[src/rpss_pkg.sv]
`default_nettype none

package rpss_pkg;

  // Pad count that the top level uses unless told otherwise.
  localparam int DEFAULT_NUM_PADS = 9;

  // Field widths fixed by the interface.
  localparam int ADC_W      = 10;
  localparam int PAD_W      = 4;
  localparam int PRESSURE_W = 13;
  localparam int POS_W      = 11;
  localparam int TERM_W     = 11;
  localparam int LIMIT_W    = 13;
  localparam int THRESH_W   = 12;
  localparam int CFG_IDX_W  = 2;

  // Opcodes of the input word.
  localparam logic [1:0] OP_ADC      = 2'd0;
  localparam logic [1:0] OP_CONTINUE = 2'd1;
  localparam logic [1:0] OP_QUERY    = 2'd2;

  // Configuration register indexes.
  localparam logic [CFG_IDX_W-1:0] CFG_PRESSURE_LIMIT    = 2'd0;
  localparam logic [CFG_IDX_W-1:0] CFG_PRESS_THRESHOLD   = 2'd1;
  localparam logic [CFG_IDX_W-1:0] CFG_RELEASE_THRESHOLD = 2'd2;

  localparam logic [LIMIT_W-1:0]  PRESSURE_LIMIT_RST    = 13'd4096;
  localparam logic [THRESH_W-1:0] PRESS_THRESHOLD_RST   = 12'd100;
  localparam logic [THRESH_W-1:0] RELEASE_THRESHOLD_RST = 12'd50;

  // Full scale of a conversion, and the largest pressure sum kept.
  localparam logic [POS_W-1:0]      ADC_FULL_SCALE = 11'd1023;
  localparam logic [PRESSURE_W-1:0] PRESSURE_SAT   = 13'd4095;

  // Plate drive codes.
  localparam logic [1:0] SETUP_PRESS_A = 2'd0;
  localparam logic [1:0] SETUP_PRESS_B = 2'd1;
  localparam logic [1:0] SETUP_X       = 2'd2;
  localparam logic [1:0] SETUP_Y       = 2'd3;

  // Sampled pin codes.
  localparam logic [1:0] PIN_X_PLUS  = 2'd0;
  localparam logic [1:0] PIN_Y_PLUS  = 2'd1;
  localparam logic [1:0] PIN_Y_MINUS = 2'd2;
  localparam logic [1:0] PIN_X_MINUS = 2'd3;

  // One stored entry per pad. All ones in a field means never read.
  typedef struct packed {
    logic [PRESSURE_W-1:0] pressure;
    logic [POS_W-1:0]      x;
    logic [POS_W-1:0]      y;
  } entry_t;

  localparam entry_t ENTRY_UNREAD = '{pressure: '1, x: '1, y: '1};

  function automatic logic [1:0] setup_of_step(input logic [2:0] step);
    logic [1:0] s;
    case (step)
      3'd0, 3'd1: s = SETUP_PRESS_A;
      3'd2, 3'd3: s = SETUP_PRESS_B;
      3'd4:       s = SETUP_X;
      3'd5:       s = SETUP_Y;
      default:    s = SETUP_PRESS_A;
    endcase
    return s;
  endfunction

  function automatic logic [1:0] pin_of_step(input logic [2:0] step);
    logic [1:0] p;
    case (step)
      3'd0:    p = PIN_X_PLUS;
      3'd1:    p = PIN_Y_PLUS;
      3'd2:    p = PIN_Y_MINUS;
      3'd3:    p = PIN_X_MINUS;
      3'd4:    p = PIN_Y_PLUS;
      3'd5:    p = PIN_X_PLUS;
      default: p = PIN_X_PLUS;
    endcase
    return p;
  endfunction

endpackage

`default_nettype wire

[src/rpss_pad_store.sv]
`default_nettype none

module rpss_pad_store #(
  parameter int NUM_PADS = rpss_pkg::DEFAULT_NUM_PADS,
  parameter int AW       = 4
) (
  input  wire logic            clk,
  input  wire logic            rst_n,
  input  wire logic            rd_en,
  input  wire logic [AW-1:0]   rd_addr,
  input  wire logic            wr_en,
  input  wire logic [AW-1:0]   wr_addr,
  input  wire rpss_pkg::entry_t wr_data,
  output rpss_pkg::entry_t     rd_data
);

  rpss_pkg::entry_t entry_mem_r [NUM_PADS];
  rpss_pkg::entry_t mem_q_r;
  rpss_pkg::entry_t fwd_data_r;
  logic [NUM_PADS-1:0] valid_r;
  logic rd_valid_r;
  logic fwd_hit_r;

  // Synchronous memory; the read data is registered.
  always_ff @(posedge clk) begin
    if (wr_en) begin
      entry_mem_r[wr_addr] <= wr_data;
    end
    if (rd_en) begin
      mem_q_r <= entry_mem_r[rd_addr];
    end
    if (rd_en) begin
      fwd_data_r <= wr_data;
    end
  end

  // A write landing on the entry being read in the same cycle is forwarded.
  always_ff @(posedge clk) begin
    if (!rst_n) begin
      valid_r    <= '0;
      rd_valid_r <= 1'b0;
      fwd_hit_r  <= 1'b0;
    end else begin
      if (wr_en) begin
        valid_r[wr_addr] <= 1'b1;
      end
      if (rd_en) begin
        rd_valid_r <= valid_r[rd_addr];
        fwd_hit_r  <= wr_en && (wr_addr == rd_addr);
      end
    end
  end

  always_comb begin
    if (fwd_hit_r) begin
      rd_data = fwd_data_r;
    end else if (rd_valid_r) begin
      rd_data = mem_q_r;
    end else begin
      rd_data = rpss_pkg::ENTRY_UNREAD;
    end
  end

endmodule

`default_nettype wire

[src/resistive_pad_scan_sequencer.sv]
`default_nettype none

// Scan sequencer for a multiplexed set of four-wire resistive pads. Each word
// on the input channel is an ADC completion, a continue command or a pad query,
// and each produces exactly one result word carrying the conversion start
// request, the plate drive, the sampled pin, the selected pad and the scan done
// flag as they stand after the word, plus the query results (zero for words
// that are not queries). The block takes one input word per clock cycle unless
// the result channel stalls. The per-pad pressure, X and Y values live in a
// single synchronous memory; a word is accepted while the memory is read, then
// its entry is modified and written back in the memory stage while the result
// is registered. A word that touches the entry written back by its predecessor
// in that same edge sees the forwarded value, so there is no interlock. Unread
// pads report minus one from flip-flop valid bits that reset clears at once, so
// no clearing pass is needed after reset.
// Configuration writes are always taken and must only arrive while the block
// is idle.

module resistive_pad_scan_sequencer #(
  parameter int NUM_PADS = rpss_pkg::DEFAULT_NUM_PADS
) (
  input  wire logic                                 clk,
  input  wire logic                                 rst_n,
  // Input channel
  input  wire logic                                 in_valid,
  output logic                                      in_ready,
  input  wire logic [1:0]                           in_opcode,
  input  wire logic [rpss_pkg::ADC_W-1:0]           in_adc_value,
  input  wire logic [rpss_pkg::PAD_W-1:0]           in_pad,
  input  wire logic                                 in_pad_pressed,
  // Result channel
  output logic                                      out_valid,
  input  wire logic                                 out_ready,
  output logic                                      out_start_conversion,
  output logic [1:0]                                out_plate_setup,
  output logic [1:0]                                out_adc_pin,
  output logic [rpss_pkg::PAD_W-1:0]                out_mux_pad,
  output logic                                      out_scan_done,
  output logic signed [rpss_pkg::PRESSURE_W-1:0]    out_pressure,
  output logic signed [rpss_pkg::POS_W-1:0]         out_x_pos,
  output logic signed [rpss_pkg::POS_W-1:0]         out_y_pos,
  // Configuration channel
  input  wire logic                                 cfg_valid,
  output logic                                      cfg_ready,
  input  wire logic [rpss_pkg::CFG_IDX_W-1:0]       cfg_index,
  input  wire logic [rpss_pkg::LIMIT_W-1:0]         cfg_data
);

  // Pad counter holds NUM_PADS itself when the scan is stopped.
  localparam int PCW = $clog2(NUM_PADS + 1);
  localparam int AW  = (NUM_PADS > 1) ? $clog2(NUM_PADS) : 1;

  // Reading steps of one pad.
  typedef enum logic [2:0] {
    STEP_A_FIRST  = 3'd0,
    STEP_A_SECOND = 3'd1,
    STEP_B_FIRST  = 3'd2,
    STEP_B_SECOND = 3'd3,
    STEP_X        = 3'd4,
    STEP_Y        = 3'd5
  } step_t;

  // What the memory stage does with the entry it has read.
  typedef enum logic [2:0] {
    ACT_NONE,
    ACT_SET_PRESSURE,
    ACT_ADD_PRESSURE,
    ACT_SET_X,
    ACT_SET_Y,
    ACT_QUERY,
    ACT_QUERY_RANGE
  } act_t;

  // Status of the scan after a word, carried down the pipe.
  typedef struct packed {
    logic                       start;
    logic [1:0]                 setup;
    logic [1:0]                 pin;
    logic [rpss_pkg::PAD_W-1:0] mux_pad;
    logic                       done;
  } status_t;

  // ---------------------------------------------------------------------------
  // Configuration registers
  // ---------------------------------------------------------------------------
  logic [rpss_pkg::LIMIT_W-1:0]  limit_r;
  logic [rpss_pkg::THRESH_W-1:0] press_r;
  logic [rpss_pkg::THRESH_W-1:0] release_r;

  assign cfg_ready = 1'b1;

  always_ff @(posedge clk) begin
    if (!rst_n) begin
      limit_r   <= rpss_pkg::PRESSURE_LIMIT_RST;
      press_r   <= rpss_pkg::PRESS_THRESHOLD_RST;
      release_r <= rpss_pkg::RELEASE_THRESHOLD_RST;
    end else if (cfg_valid && cfg_ready) begin
      case (cfg_index)
        rpss_pkg::CFG_PRESSURE_LIMIT:    limit_r   <= cfg_data;
        rpss_pkg::CFG_PRESS_THRESHOLD:   press_r   <= cfg_data[rpss_pkg::THRESH_W-1:0];
        rpss_pkg::CFG_RELEASE_THRESHOLD: release_r <= cfg_data[rpss_pkg::THRESH_W-1:0];
        default: ;
      endcase
    end
  end

  // ---------------------------------------------------------------------------
  // Handshake and pipeline control
  // ---------------------------------------------------------------------------
  logic in_fire;
  logic s1_valid_r;
  logic s1_adv;
  logic out_valid_r;
  logic out_free;

  assign out_free = !out_valid_r || out_ready;
  assign s1_adv   = s1_valid_r && out_free;
  assign in_ready = !s1_valid_r || s1_adv;
  assign in_fire  = in_valid && in_ready;

  // ---------------------------------------------------------------------------
  // Accept stage: scan sequencing and memory read
  // ---------------------------------------------------------------------------
  logic                        discard_r, discard_nxt;
  step_t                       step_r, step_nxt;
  logic [PCW-1:0]              active_pad_r, active_pad_nxt;
  logic [rpss_pkg::ADC_W-1:0]  first_r, first_nxt;
  logic                        stopped;
  logic                        stopped_nxt;
  act_t                        act;
  logic [AW-1:0]               rd_addr;
  status_t                     status;
  logic [rpss_pkg::TERM_W-1:0] term;

  assign stopped     = active_pad_r >= PCW'(NUM_PADS);
  assign stopped_nxt = active_pad_nxt >= PCW'(NUM_PADS);

  // 1023 minus (second reading minus first reading); always within 0 to 2046.
  assign term = rpss_pkg::ADC_FULL_SCALE - {1'b0, in_adc_value} + {1'b0, first_r};

  always_comb begin
    discard_nxt    = discard_r;
    step_nxt       = step_r;
    active_pad_nxt = active_pad_r;
    first_nxt      = first_r;
    act            = ACT_NONE;
    rd_addr        = active_pad_r[AW-1:0];
    status.start   = 1'b0;

    case (in_opcode)
      rpss_pkg::OP_ADC: begin
        if (!stopped) begin
          if (discard_r) begin
            // The settling conversion is thrown away.
            discard_nxt  = 1'b0;
            status.start = 1'b1;
          end else begin
            case (step_r)
              STEP_A_FIRST: begin
                first_nxt = in_adc_value;
                step_nxt  = STEP_A_SECOND;
              end
              STEP_B_FIRST: begin
                first_nxt = in_adc_value;
                step_nxt  = STEP_B_SECOND;
              end
              STEP_A_SECOND: begin
                act      = ACT_SET_PRESSURE;
                step_nxt = STEP_B_FIRST;
              end
              STEP_B_SECOND: begin
                act      = ACT_ADD_PRESSURE;
                step_nxt = STEP_X;
              end
              STEP_X: begin
                act      = ACT_SET_X;
                step_nxt = STEP_Y;
              end
              default: begin
                act            = ACT_SET_Y;
                step_nxt       = STEP_A_FIRST;
                active_pad_nxt = active_pad_r + PCW'(1);
              end
            endcase
            // Finishing the last pad stops the scan with discard left clear.
            if (active_pad_nxt < PCW'(NUM_PADS)) begin
              discard_nxt  = 1'b1;
              status.start = 1'b1;
            end
          end
        end
      end
      rpss_pkg::OP_CONTINUE: begin
        active_pad_nxt = '0;
        status.start   = 1'b1;
      end
      rpss_pkg::OP_QUERY: begin
        if ({1'b0, in_pad} < (rpss_pkg::PAD_W + 1)'(NUM_PADS)) begin
          act     = ACT_QUERY;
          rd_addr = in_pad[AW-1:0];
        end else begin
          act = ACT_QUERY_RANGE;
        end
      end
      default: ;
    endcase

    status.setup   = rpss_pkg::setup_of_step(step_nxt);
    status.pin     = rpss_pkg::pin_of_step(step_nxt);
    status.mux_pad = stopped_nxt ? '0 : rpss_pkg::PAD_W'(active_pad_nxt);
    status.done    = stopped_nxt;
  end

  always_ff @(posedge clk) begin
    if (!rst_n) begin
      discard_r    <= 1'b1;
      step_r       <= STEP_A_FIRST;
      active_pad_r <= '0;
      first_r      <= '0;
    end else if (in_fire) begin
      discard_r    <= discard_nxt;
      step_r       <= step_nxt;
      active_pad_r <= active_pad_nxt;
      first_r      <= first_nxt;
    end
  end

  // ---------------------------------------------------------------------------
  // Memory stage: modify the entry, write it back, form the result
  // ---------------------------------------------------------------------------
  act_t                        s1_act_r;
  logic [AW-1:0]               s1_addr_r;
  logic [rpss_pkg::TERM_W-1:0] s1_term_r;
  logic [rpss_pkg::ADC_W-1:0]  s1_adc_r;
  logic                        s1_held_r;
  status_t                     s1_status_r;

  always_ff @(posedge clk) begin
    if (!rst_n) begin
      s1_valid_r <= 1'b0;
      s1_act_r   <= ACT_NONE;
    end else if (in_fire) begin
      s1_valid_r <= 1'b1;
      s1_act_r   <= act;
    end else if (s1_adv) begin
      s1_valid_r <= 1'b0;
    end
  end

  always_ff @(posedge clk) begin
    if (in_fire) begin
      s1_addr_r   <= rd_addr;
      s1_term_r   <= term;
      s1_adc_r    <= in_adc_value;
      s1_held_r   <= in_pad_pressed;
      s1_status_r <= status;
    end
  end

  rpss_pkg::entry_t old_entry;
  rpss_pkg::entry_t new_entry;
  logic             wr_en;
  logic             wr_req;

  rpss_pad_store #(
    .NUM_PADS (NUM_PADS),
    .AW       (AW)
  ) u_store (
    .clk     (clk),
    .rst_n   (rst_n),
    .rd_en   (in_fire),
    .rd_addr (rd_addr),
    .wr_en   (wr_en),
    .wr_addr (s1_addr_r),
    .wr_data (new_entry),
    .rd_data (old_entry)
  );

  assign wr_en = s1_adv && wr_req;

  logic [rpss_pkg::PRESSURE_W:0]   sum;
  logic [rpss_pkg::LIMIT_W-1:0]    lim;
  logic [rpss_pkg::PRESSURE_W-1:0] clamped;
  logic [rpss_pkg::PRESSURE_W-1:0] pr;
  logic [rpss_pkg::POS_W-1:0]      xp;
  logic [rpss_pkg::POS_W-1:0]      yp;

  // The sum can only be negative when a pad that was never read picks up
  // the second half of a pressure measurement, and then it is minus one.
  assign sum = {old_entry.pressure[rpss_pkg::PRESSURE_W-1], old_entry.pressure}
             + (rpss_pkg::PRESSURE_W + 1)'(s1_term_r);

  // A zero limit acts as a limit of one.
  assign lim = (limit_r == '0) ? rpss_pkg::LIMIT_W'(1) : limit_r;

  always_comb begin
    new_entry = old_entry;
    wr_req    = 1'b0;
    pr        = '0;
    xp        = '0;
    yp        = '0;
    clamped   = old_entry.pressure;

    case (s1_act_r)
      ACT_SET_PRESSURE: begin
        new_entry.pressure = rpss_pkg::PRESSURE_W'(s1_term_r);
        wr_req             = 1'b1;
      end
      ACT_ADD_PRESSURE: begin
        if (!sum[rpss_pkg::PRESSURE_W] && sum[rpss_pkg::PRESSURE_W-1]) begin
          new_entry.pressure = rpss_pkg::PRESSURE_SAT;
        end else begin
          new_entry.pressure = sum[rpss_pkg::PRESSURE_W-1:0];
        end
        wr_req = 1'b1;
      end
      ACT_SET_X: begin
        new_entry.x = {1'b0, s1_adc_r};
        wr_req      = 1'b1;
      end
      ACT_SET_Y: begin
        new_entry.y = {1'b0, s1_adc_r};
        wr_req      = 1'b1;
      end
      ACT_QUERY: begin
        if (old_entry.pressure == '1) begin
          pr = '1;
        end else begin
          // The clamp is written back, so later queries see it.
          if (old_entry.pressure >= lim) begin
            clamped            = lim - rpss_pkg::LIMIT_W'(1);
            new_entry.pressure = clamped;
            wr_req             = 1'b1;
          end
          // Hysteresis: a held pad keeps reporting until it drops below
          // the release threshold.
          if (clamped < {1'b0, press_r}) begin
            if (!s1_held_r || (clamped < {1'b0, release_r})) begin
              pr = '0;
            end else begin
              pr = clamped;
            end
          end else begin
            pr = clamped - {1'b0, press_r};
          end
        end
        xp = (old_entry.x == '1) ? '1 : rpss_pkg::ADC_FULL_SCALE - old_entry.x;
        yp = old_entry.y;
      end
      ACT_QUERY_RANGE: begin
        pr = '1;
        xp = '1;
        yp = '1;
      end
      default: ;
    endcase
  end

  // ---------------------------------------------------------------------------
  // Output register
  // ---------------------------------------------------------------------------
  always_ff @(posedge clk) begin
    if (!rst_n) begin
      out_valid_r <= 1'b0;
    end else if (s1_adv) begin
      out_valid_r <= 1'b1;
    end else if (out_ready) begin
      out_valid_r <= 1'b0;
    end
  end

  always_ff @(posedge clk) begin
    if (s1_adv) begin
      out_start_conversion <= s1_status_r.start;
      out_plate_setup      <= s1_status_r.setup;
      out_adc_pin          <= s1_status_r.pin;
      out_mux_pad          <= s1_status_r.mux_pad;
      out_scan_done        <= s1_status_r.done;
      out_pressure         <= pr;
      out_x_pos            <= xp;
      out_y_pos            <= yp;
    end
  end

  assign out_valid = out_valid_r;

  // ---------------------------------------------------------------------------
  // Assertions
  // ---------------------------------------------------------------------------
  a_pad_in_range: assert property (@(posedge clk) disable iff (!rst_n)
    active_pad_r <= PCW'(NUM_PADS))
    else $error("pad counter ran past the number of pads");

  a_stall_blocks_input: assert property (@(posedge clk) disable iff (!rst_n)
    (s1_valid_r && out_valid_r && !out_ready) |-> !in_ready)
    else $error("input accepted while the memory stage is stalled");

  a_continue_rewinds: assert property (@(posedge clk) disable iff (!rst_n)
    (in_fire && (in_opcode == rpss_pkg::OP_CONTINUE)) |=> (active_pad_r == '0))
    else $error("continue did not return the scan to the first pad");

  a_start_not_done: assert property (@(posedge clk) disable iff (!rst_n)
    (out_valid_r && out_start_conversion) |-> !out_scan_done)
    else $error("conversion requested while the scan is stopped");

  a_write_only_on_advance: assert property (@(posedge clk) disable iff (!rst_n)
    wr_en |-> (s1_valid_r && out_free))
    else $error("memory written without a word leaving the memory stage");

endmodule

`default_nettype wire
[config.mk]
export PLATFORM = sky130hd
export DESIGN_NAME = resistive_pad_scan_sequencer
export DESIGN_NICKNAME = d
export VERILOG_FILES = /design/src/rpss_pkg.sv /design/src/rpss_pad_store.sv /design/src/resistive_pad_scan_sequencer.sv
export SDC_FILE = /design/constraint.sdc
export NUM_CORES = 1
export LEC_CHECK = 0
export BUFFER_PORTS_ARGS = -buffer_cell sky130_fd_sc_hd__buf_2
export CORE_ASPECT_RATIO = 0.6
export CORE_MARGIN = 2
export CORE_UTILIZATION = 50
export CTS_CLUSTER_DIAMETER = 200
export DETAILED_ROUTE_END_ITERATION = 6
export PLACE_DENSITY = 0.68
export SYNTH_ARGS = -nofsm -noshare
export SYNTH_HDL_FRONTEND = slang
export SYNTH_SLANG_ARGS = --single-unit
[constraint.sdc]
create_clock -name clk -period 19.15 [get_ports clk]
set_clock_uncertainty 0.2 [all_clocks]
set_input_delay 0.9575 -clock clk [delete_from_list [all_inputs] [get_ports clk]]
set_output_delay 0.9575 -clock clk [all_outputs]
set_load 0.05 [all_outputs]
* After elaboration in Yosys (flattened, before gate mapping)
Memories as Yosys holds them, arrays and structs flattened. A register that Yosys moved wholly into a read port is not among the register bits. Index checks and enable logic that the tools add are counted. W data, S select, Z words.
Cells by class: add/subtract/negate cells 7, $mul 0, divide/modulo/power cells 0, order comparisons 10, equality and inequality tests 22, shift operators 0, multiplexer cells 56, bitwise operators 3, reduce and logical (&&, ||, !) cells 29
Operators with widths (count):
- $mux W13 | 9
- $mux W35 | 2
- $pmux W11 S2 | 2
- $pmux W13 S3 | 1
- $mux W11 | 3
- $mux W4 | 8
- $lt A13 B12 Y1 | 2
- $pmux W13 S2 | 1
- $eq A3 B2 Y1 const B | 6
- $eq A3 B3 Y1 const B | 6
- $mux W3 | 5
- $pmux W3 S5 | 1
- $add A13 B12 Y14 | 1
- $mux W1 | 14
- $eq A13 B13 Y1 const B | 1
- $ge A13 B13 Y1 | 1
- $logic_not A13 Y1 | 1
- $sub A13 B1 Y13 const B | 1
- $sub A13 B12 Y13 | 1
- $pmux W2 S3 | 2
- $pmux W3 S4 | 1
- $add A11 B10 Y11 | 1
- $eq A11 B11 Y1 const B | 1
- $sub A10 B10 Y11 const A | 1
- other kinds (30) | 55
Word-level totals: register bits after elaboration 187, latch bits 0, RAM bits 315, ROM bits 0, bits of input ports 37, output and inout port bits 48, logic and storage cells 161, memories 1
Memories:
- u_store.entry_mem_r | words 9, width 35, rd ports 1, clocked after memory_dff 1, wr ports 1, line rpss_pad_store.sv:17 | rpss_pkg::entry_t entry_mem_r [NUM_PADS];

* Logic depth before layout (Yosys ltp)
word-level depth 12, mapped depth 26, depth with buffers taken out 23

* By module
From an unflattened synthesis, not the netlist that was laid out.
Unflattened totals: cell total of the unflattened synthesis 1703, area total of the unflattened synthesis 23900.4 µm²
Modules (own cells, without submodules):
- rpss_pad_store | times used 1, cells each 760, area an instance 15039.4 µm², seq. area each 11781.3 µm²
- resistive_pad_scan_sequencer | times used 1, cells each 943, area an instance 8861.0 µm², seq. area each 3633.5 µm²

* Worst setup path after synthesis
Ideal clock, no wire load.
path kind flip-flop to flip-flop, start register limit_r[7] in the netlist's numbering, end memory u_store.entry_mem_r[8][0] in the netlist's numbering, enable pin, arrival time 5.973 ns, path slack 12.459 ns, cell stages (with the launch flop) 14, path buffers 1, cell sequence dfxtp_1 or4_4 nor3_2 a41oi_1 inv_1 ha_1 nor3b_1 o21ai_0 o2111ai_1 a211o_1 buf_4 o21ai_0 a31oi_1 nor4_1
Between the ends: longest elaborated chain between the ends 9
RTL lines:
- start: declaration | line resistive_pad_scan_sequencer.sv:86 | logic [rpss_pkg::LIMIT_W-1:0] limit_r;
- start signal: assignment | line resistive_pad_scan_sequencer.sv:94 | limit_r <= rpss_pkg::PRESSURE_LIMIT_RST;
- start signal: assignment | line resistive_pad_scan_sequencer.sv:99 | rpss_pkg::CFG_PRESSURE_LIMIT: limit_r <= cfg_data;
- $logic_not A13 Y1 | line resistive_pad_scan_sequencer.sv:294 | assign lim = (limit_r == '0) ? rpss_pkg::LIMIT_W'(1) : limit_r;
- $mux W13 (*) | line resistive_pad_scan_sequencer.sv:294
- $ge A13 B13 Y1 (*) | line resistive_pad_scan_sequencer.sv:330 | if (old_entry.pressure >= lim) begin
- $mux W1 (*) | line resistive_pad_scan_sequencer.sv:330
- $mux W1 (*) | line resistive_pad_scan_sequencer.sv:326 | if (old_entry.pressure == '1) begin
- $pmux W1 S2 (*) | line resistive_pad_scan_sequencer.sv:304 | case (s1_act_r)
- $logic_and A1 B1 Y1 (*) | line resistive_pad_scan_sequencer.sv:279 | assign wr_en = s1_adv && wr_req;
- $mux W1 (*) | line rpss_pad_store.sv:26 | if (wr_en) begin
- $mux W1 (implied by the code) (*) | line rpss_pad_store.sv:27 | entry_mem_r[wr_addr] <= wr_data;
- end: declaration | line rpss_pad_store.sv:17
Every way passes the cells marked *; elsewhere a longest branch is shown, timed or not.

* Worst setup path after layout
start register u_store.fwd_hit_r, end register out_pressure[7] in the netlist's numbering (data pin)
Between the ends: longest elaborated chain between the ends 11, elaborated cells between the ends (all ways) 14
RTL lines:
- start: declaration | line rpss_pad_store.sv:22 | logic fwd_hit_r;
- start signal: assignment | line rpss_pad_store.sv:49 | fwd_hit_r <= wr_en && (wr_addr == rd_addr);
- $mux W35 (*) | line rpss_pad_store.sv:55 | if (fwd_hit_r) begin
- $ge A13 B13 Y1 | line resistive_pad_scan_sequencer.sv:330
- $mux W13 | line resistive_pad_scan_sequencer.sv:330
- $mux W13 | line resistive_pad_scan_sequencer.sv:326
- $mux W13 | line resistive_pad_scan_sequencer.sv:304
- $lt A13 B12 Y1 | line resistive_pad_scan_sequencer.sv:338 | if (!s1_held_r || (clamped < {1'b0, release_r})) begin
- $logic_or A1 B1 Y1 | line resistive_pad_scan_sequencer.sv:338
- $mux W13 | line resistive_pad_scan_sequencer.sv:338
- $mux W13 | line resistive_pad_scan_sequencer.sv:337 | if (clamped < {1'b0, press_r}) begin
- $mux W13 (*) | line resistive_pad_scan_sequencer.sv:326
- $pmux W13 S2 (*) | line resistive_pad_scan_sequencer.sv:304
- named net pr, one bit | line resistive_pad_scan_sequencer.sv:284 | logic [rpss_pkg::PRESSURE_W-1:0] pr;
- end signal: assignment | line resistive_pad_scan_sequencer.sv:379 | out_pressure <= pr;
- end: declaration | line resistive_pad_scan_sequencer.sv:39 | output logic signed [rpss_pkg::PRESSURE_W-1:0] out_pressure,
Mark *: on every way through the listed nets, which the timed path passes. The rest lies on a longest branch. The select of a mux whose other input is x is not followed. A chain may end at the register's enable or synchronous reset.

==> results.py <==
metrics = {
    "outcome": {
        "status": "complete, no violations",
    },
    "logic_synthesis": {
        "synth_sequential_area_ratio_pct": 65.0,
        "synth.ff_latch_count": 537,
        "synth_top_flop_cell": "edfxtp_1",
        "synthArstFlopShare_pct": 0,
        "synth_cell_type_count": 80,
        "synth_cells": 2033,
        "synth_edf_count": 466,
        "mappedNetlistArea_um2": 23700,
        "net_count_synth": 2134,
        "syn_avg_cell_area_um2": 11.7,
        "ys.warnings.count": 0,
    },
    "timing": {
        "final.min_clock_period_ns": 7.17,
        "rsz_0062_raised_after_global_routing": "no",
        "finalMaxSlewViolations": 0,
        "slew_headroom_pct": 14.6,
        "fin_crit_sh_pct": 37.5,
        "setup_slack_ns": 11.98,
        "totalNegativeSetupSlack_ns": 0,
        "worst_pin_slew_ns": 1.27,
        "fmaxAchievable_ghz": 0.139,
        "finalHoldViolCount": 0,
        "whs_ns": 0.211,
        "setup_viol_count_final": 0,
    },
    "die": {
        "die_height_um": 173,
        "die-width_um": 285,
        "core_um2": 46600,
        "num_io_pins": 85,
        "total_die_area_um2": 49200,
        "core.rowCount": 61,
        "initial_core_util_pct": 50.9,
    },
    "critical_path": {
        "reg2reg_capture_point": "out_pressure[7]",
        "reg2reg_setup_slack_ns": 11.98,
        "worst_setup_path_endpoint": "out_pressure[7]",
        "reg2reg_depth": 19,
        "critPathLaunchType": "flop",
        "cp_max_fo": 35,
        "timing.rr.start": "u_store.fwd_hit_r",
        "timing_worst_setup_path_type": "reg -> reg",
        "cp_data_required_time_ns": 19.39,
        "critPathArrivalTime_ns": 7.41,
        "timing.critical_path.from": "u_store.fwd_hit_r",
        "critical_path_sink_type": "flop",
    },
    "clocking": {
        "cts.sinks": 537,
        "clock_tree.root_cell": "clkbuf_16",
        "cts_made_buffers": 49,
        "postCtsSetupRepairBufs": 0,
        "cts-hold-fix-buffers": 0,
        "clk_latency_ns": 0.59,
        "ctsLongestPathBuffers": 3,
        "cts_resizes": 0,
        "htree_levels": 2,
        "cts_tree": "yes",
        "clk_transition_reported_paths_ns": 0.06,
    },
    "power_and_ir_drop": {
        "net-switching-power_mw": 0.679,
        "comb_power_share_pct": 12.9,
        "internal_power_mw": 1.91,
        "irDropWorstVdd_mv": 0.0654,
        "pwr-share-seq_pct": 51.7,
        "power_density_nw_per_um2": 98.7,
        "power.clock.fraction_pct": 35.4,
        "switching_share_pct": 26.2,
        "post-layout-total-power_mw": 2.59,
        "leakagePower_nw": 8.95,
    },
    "placed_design": {
        "place.port_buffers": 83,
        "finalWeightedCongestion": 0.952,
        "dp_slack_ns": 12.11,
        "hpwl_mm": 38.0,
    },
    "final_layout": {
        "final_nets": 2187,
        "area_growth_syn_to_layout_pct": 10.8,
        "antenna-diode-count": 0,
        "drive_above_1_share_pct": 10.5,
    },
    "worst_hold_path": {
        "whs_path_depth": 0,
        "hold_path_class": "reg -> reg",
    },
    "global_routing": {
        "grt_start_max_net_pins": 81,
        "antenna_found_initial": 0,
        "grt_first_pass_wirelength_mm": 92.9,
        "grt_use_total_pct": 24.6,
        "globalRoute.totalOverflow": 0,
        "vias_in_the_first_global_route": 15400,
    },
    "route": {
        "first_iter_violations": 1813,
        "totalWireLength_mm": 61.6,
        "ant_nets": 0,
        "vias": 16500,
        "detailedRoute.firstPassIterationCount": 6,
        "route.detailed.wl_per_inst_um": 22.3,
        "drc_errors": 0,
        "vias_per_cell": 5.98,
    },
    "job": {
        "cap_violations": 0,
    },
}
[critical path: stages (launching register included)]
cell	delay, ns
dfxtp_1	0.35
nand2b_1	0.15
buf_4	0.28
o22ai_1	0.48
inv_1	0.16
ha_1	0.35
a211oi_1	0.23
nand2_1	0.13
a2111oi_1	0.40
a211o_1	0.79
o21ai_0	0.49
ha_1	0.40
nor2b_1	0.14
o31a_1	0.28
o41a_1	0.36
o211ai_1	0.29
a311oi_1	0.19
a211o_1	0.36
a211oi_2	0.72
a221o_1	0.27
[final cells by class]
cell class                 count  area (um^2)
clock buffer                  61         1270
clock inverter                31          193
fill                        3867        20300
inverter                      80          309
multi-input combinational   1303         7640
sequential                   537        15400
tap                          630          788
timing repair buffer         115          656
[how the worst min path moves through the flow]
stage | startpoint | to | slack (ns)
finish | s1_status_r[3] | out_mux_pad[2] | 0.21
global route | s1_status_r[3] | out_mux_pad[2] | 0.22
CTS | s1_status_r[3] | out_mux_pad[2] | 0.21
detailed placement | s1_status_r[4] | out_mux_pad[3] | 0.20
global placement | s1_status_r[9] | out_start_conversion | 0.20
floorplan | s1_status_r[5] | out_adc_pin[0] | 0.20
[registers in the layout, indices dropped and copies added, names as in the netlist, 11 cells and up]
name,count
u_store.mem_q_r,35
out_x_pos,11
out_y_pos,11
press_r,12
out_pressure,13
release_r,12
u_store.entry_mem_r,315
s1_term_r,11
u_store.fwd_data_r,35
limit_r,13
[stage by stage]
stage          util (%)  instance area (um^2)  std cells
5_1_grt            56.4                 26300       2757
3_5_place_dp       53.3                 24800       2665
2_1_floorplan         -                 23700       2033
3_3_place_gp       53.3                 24800       2665
6_report           56.4                 26300       2757
4_1_cts            56.4                 26300       2757
[per-layer routing]
metal / part of all wire (%) / vias to the layer above / track usage, %
li1: - / 7563 / -
met1: 46 / 8110 / 38.6
met2: 41 / 750 / 33.4
met3: 12 / 67 / 7.76
met4: 1.5 / 0 / 4.84
met5: 0 / - / 0
[cell families (layout without fill, tap and decap cells)]
kind of cell / Yosys count / in the layout / synth area share [%]
buffers and inverters: 193 / 287 / 3.23
xor gates and xnor gates: 39 / 39 / 1.44
DFF: 537 / 537 / 65.0
and+or+nand+nor: 737 / 737 / 13.6
adders and majority gates: 64 / 64 / 3.47
muxes: 26 / 26 / 1.17
other: 1 / 1 / 0.0158
AOI/OAI and AO/OA: 436 / 436 / 12.0
[power groups by stage]
stage                     Combinational (mW)  Sequential [mW]  Clock [mW]
final                                  0.335             1.34       0.916
after global routing                   0.368             1.34       0.978
after CTS                              0.331             1.34       0.932
after detailed placement               0.328             1.36           0
after global placement                 0.322             1.36           0
after floorplan                        0.214             1.37           0
[cells in the final DEF (no fill, tap or decap), drive strengths merged, types with 10 or more instances in the layout]
master	count
edfxtp	466
nand2	440
o21ai	115
buf	115
nand3	90
a21oi	88
nor2	82
inv	82
dfxtp	71
ha	61
clkbuf	61
a31oi	43
and3	40
a311oi	38
o22ai	31
clkinv	27
xnor2	25
o21a	18
mux2i	16
nor3	15
o22a	14
xor2	14
nand2b	13
o211ai	13
a21o	11
a221o	11
mux2	10
a211oi	10
[synthesized netlist by cell type, types with 15 or more instances]
library cell    n  area (um^2)
nand2_1       440         1650
a31oi_1        43          269
and3_1         40          250
nand3_1        90          450
clkbuf_1       89          334
dfxtp_1        71         1420
inv_1          76          285
o21ai_0       111          556
mux2i_1        15          150
a311oi_1       38          333
xnor2_1        25          219
o22ai_1        30          188
edfxtp_1      466        14000
a21oi_1        88          440
ha_1           61          763
o21a_1         18          135
nor2_1         82          308
Power figures use the tool's default switching activity.
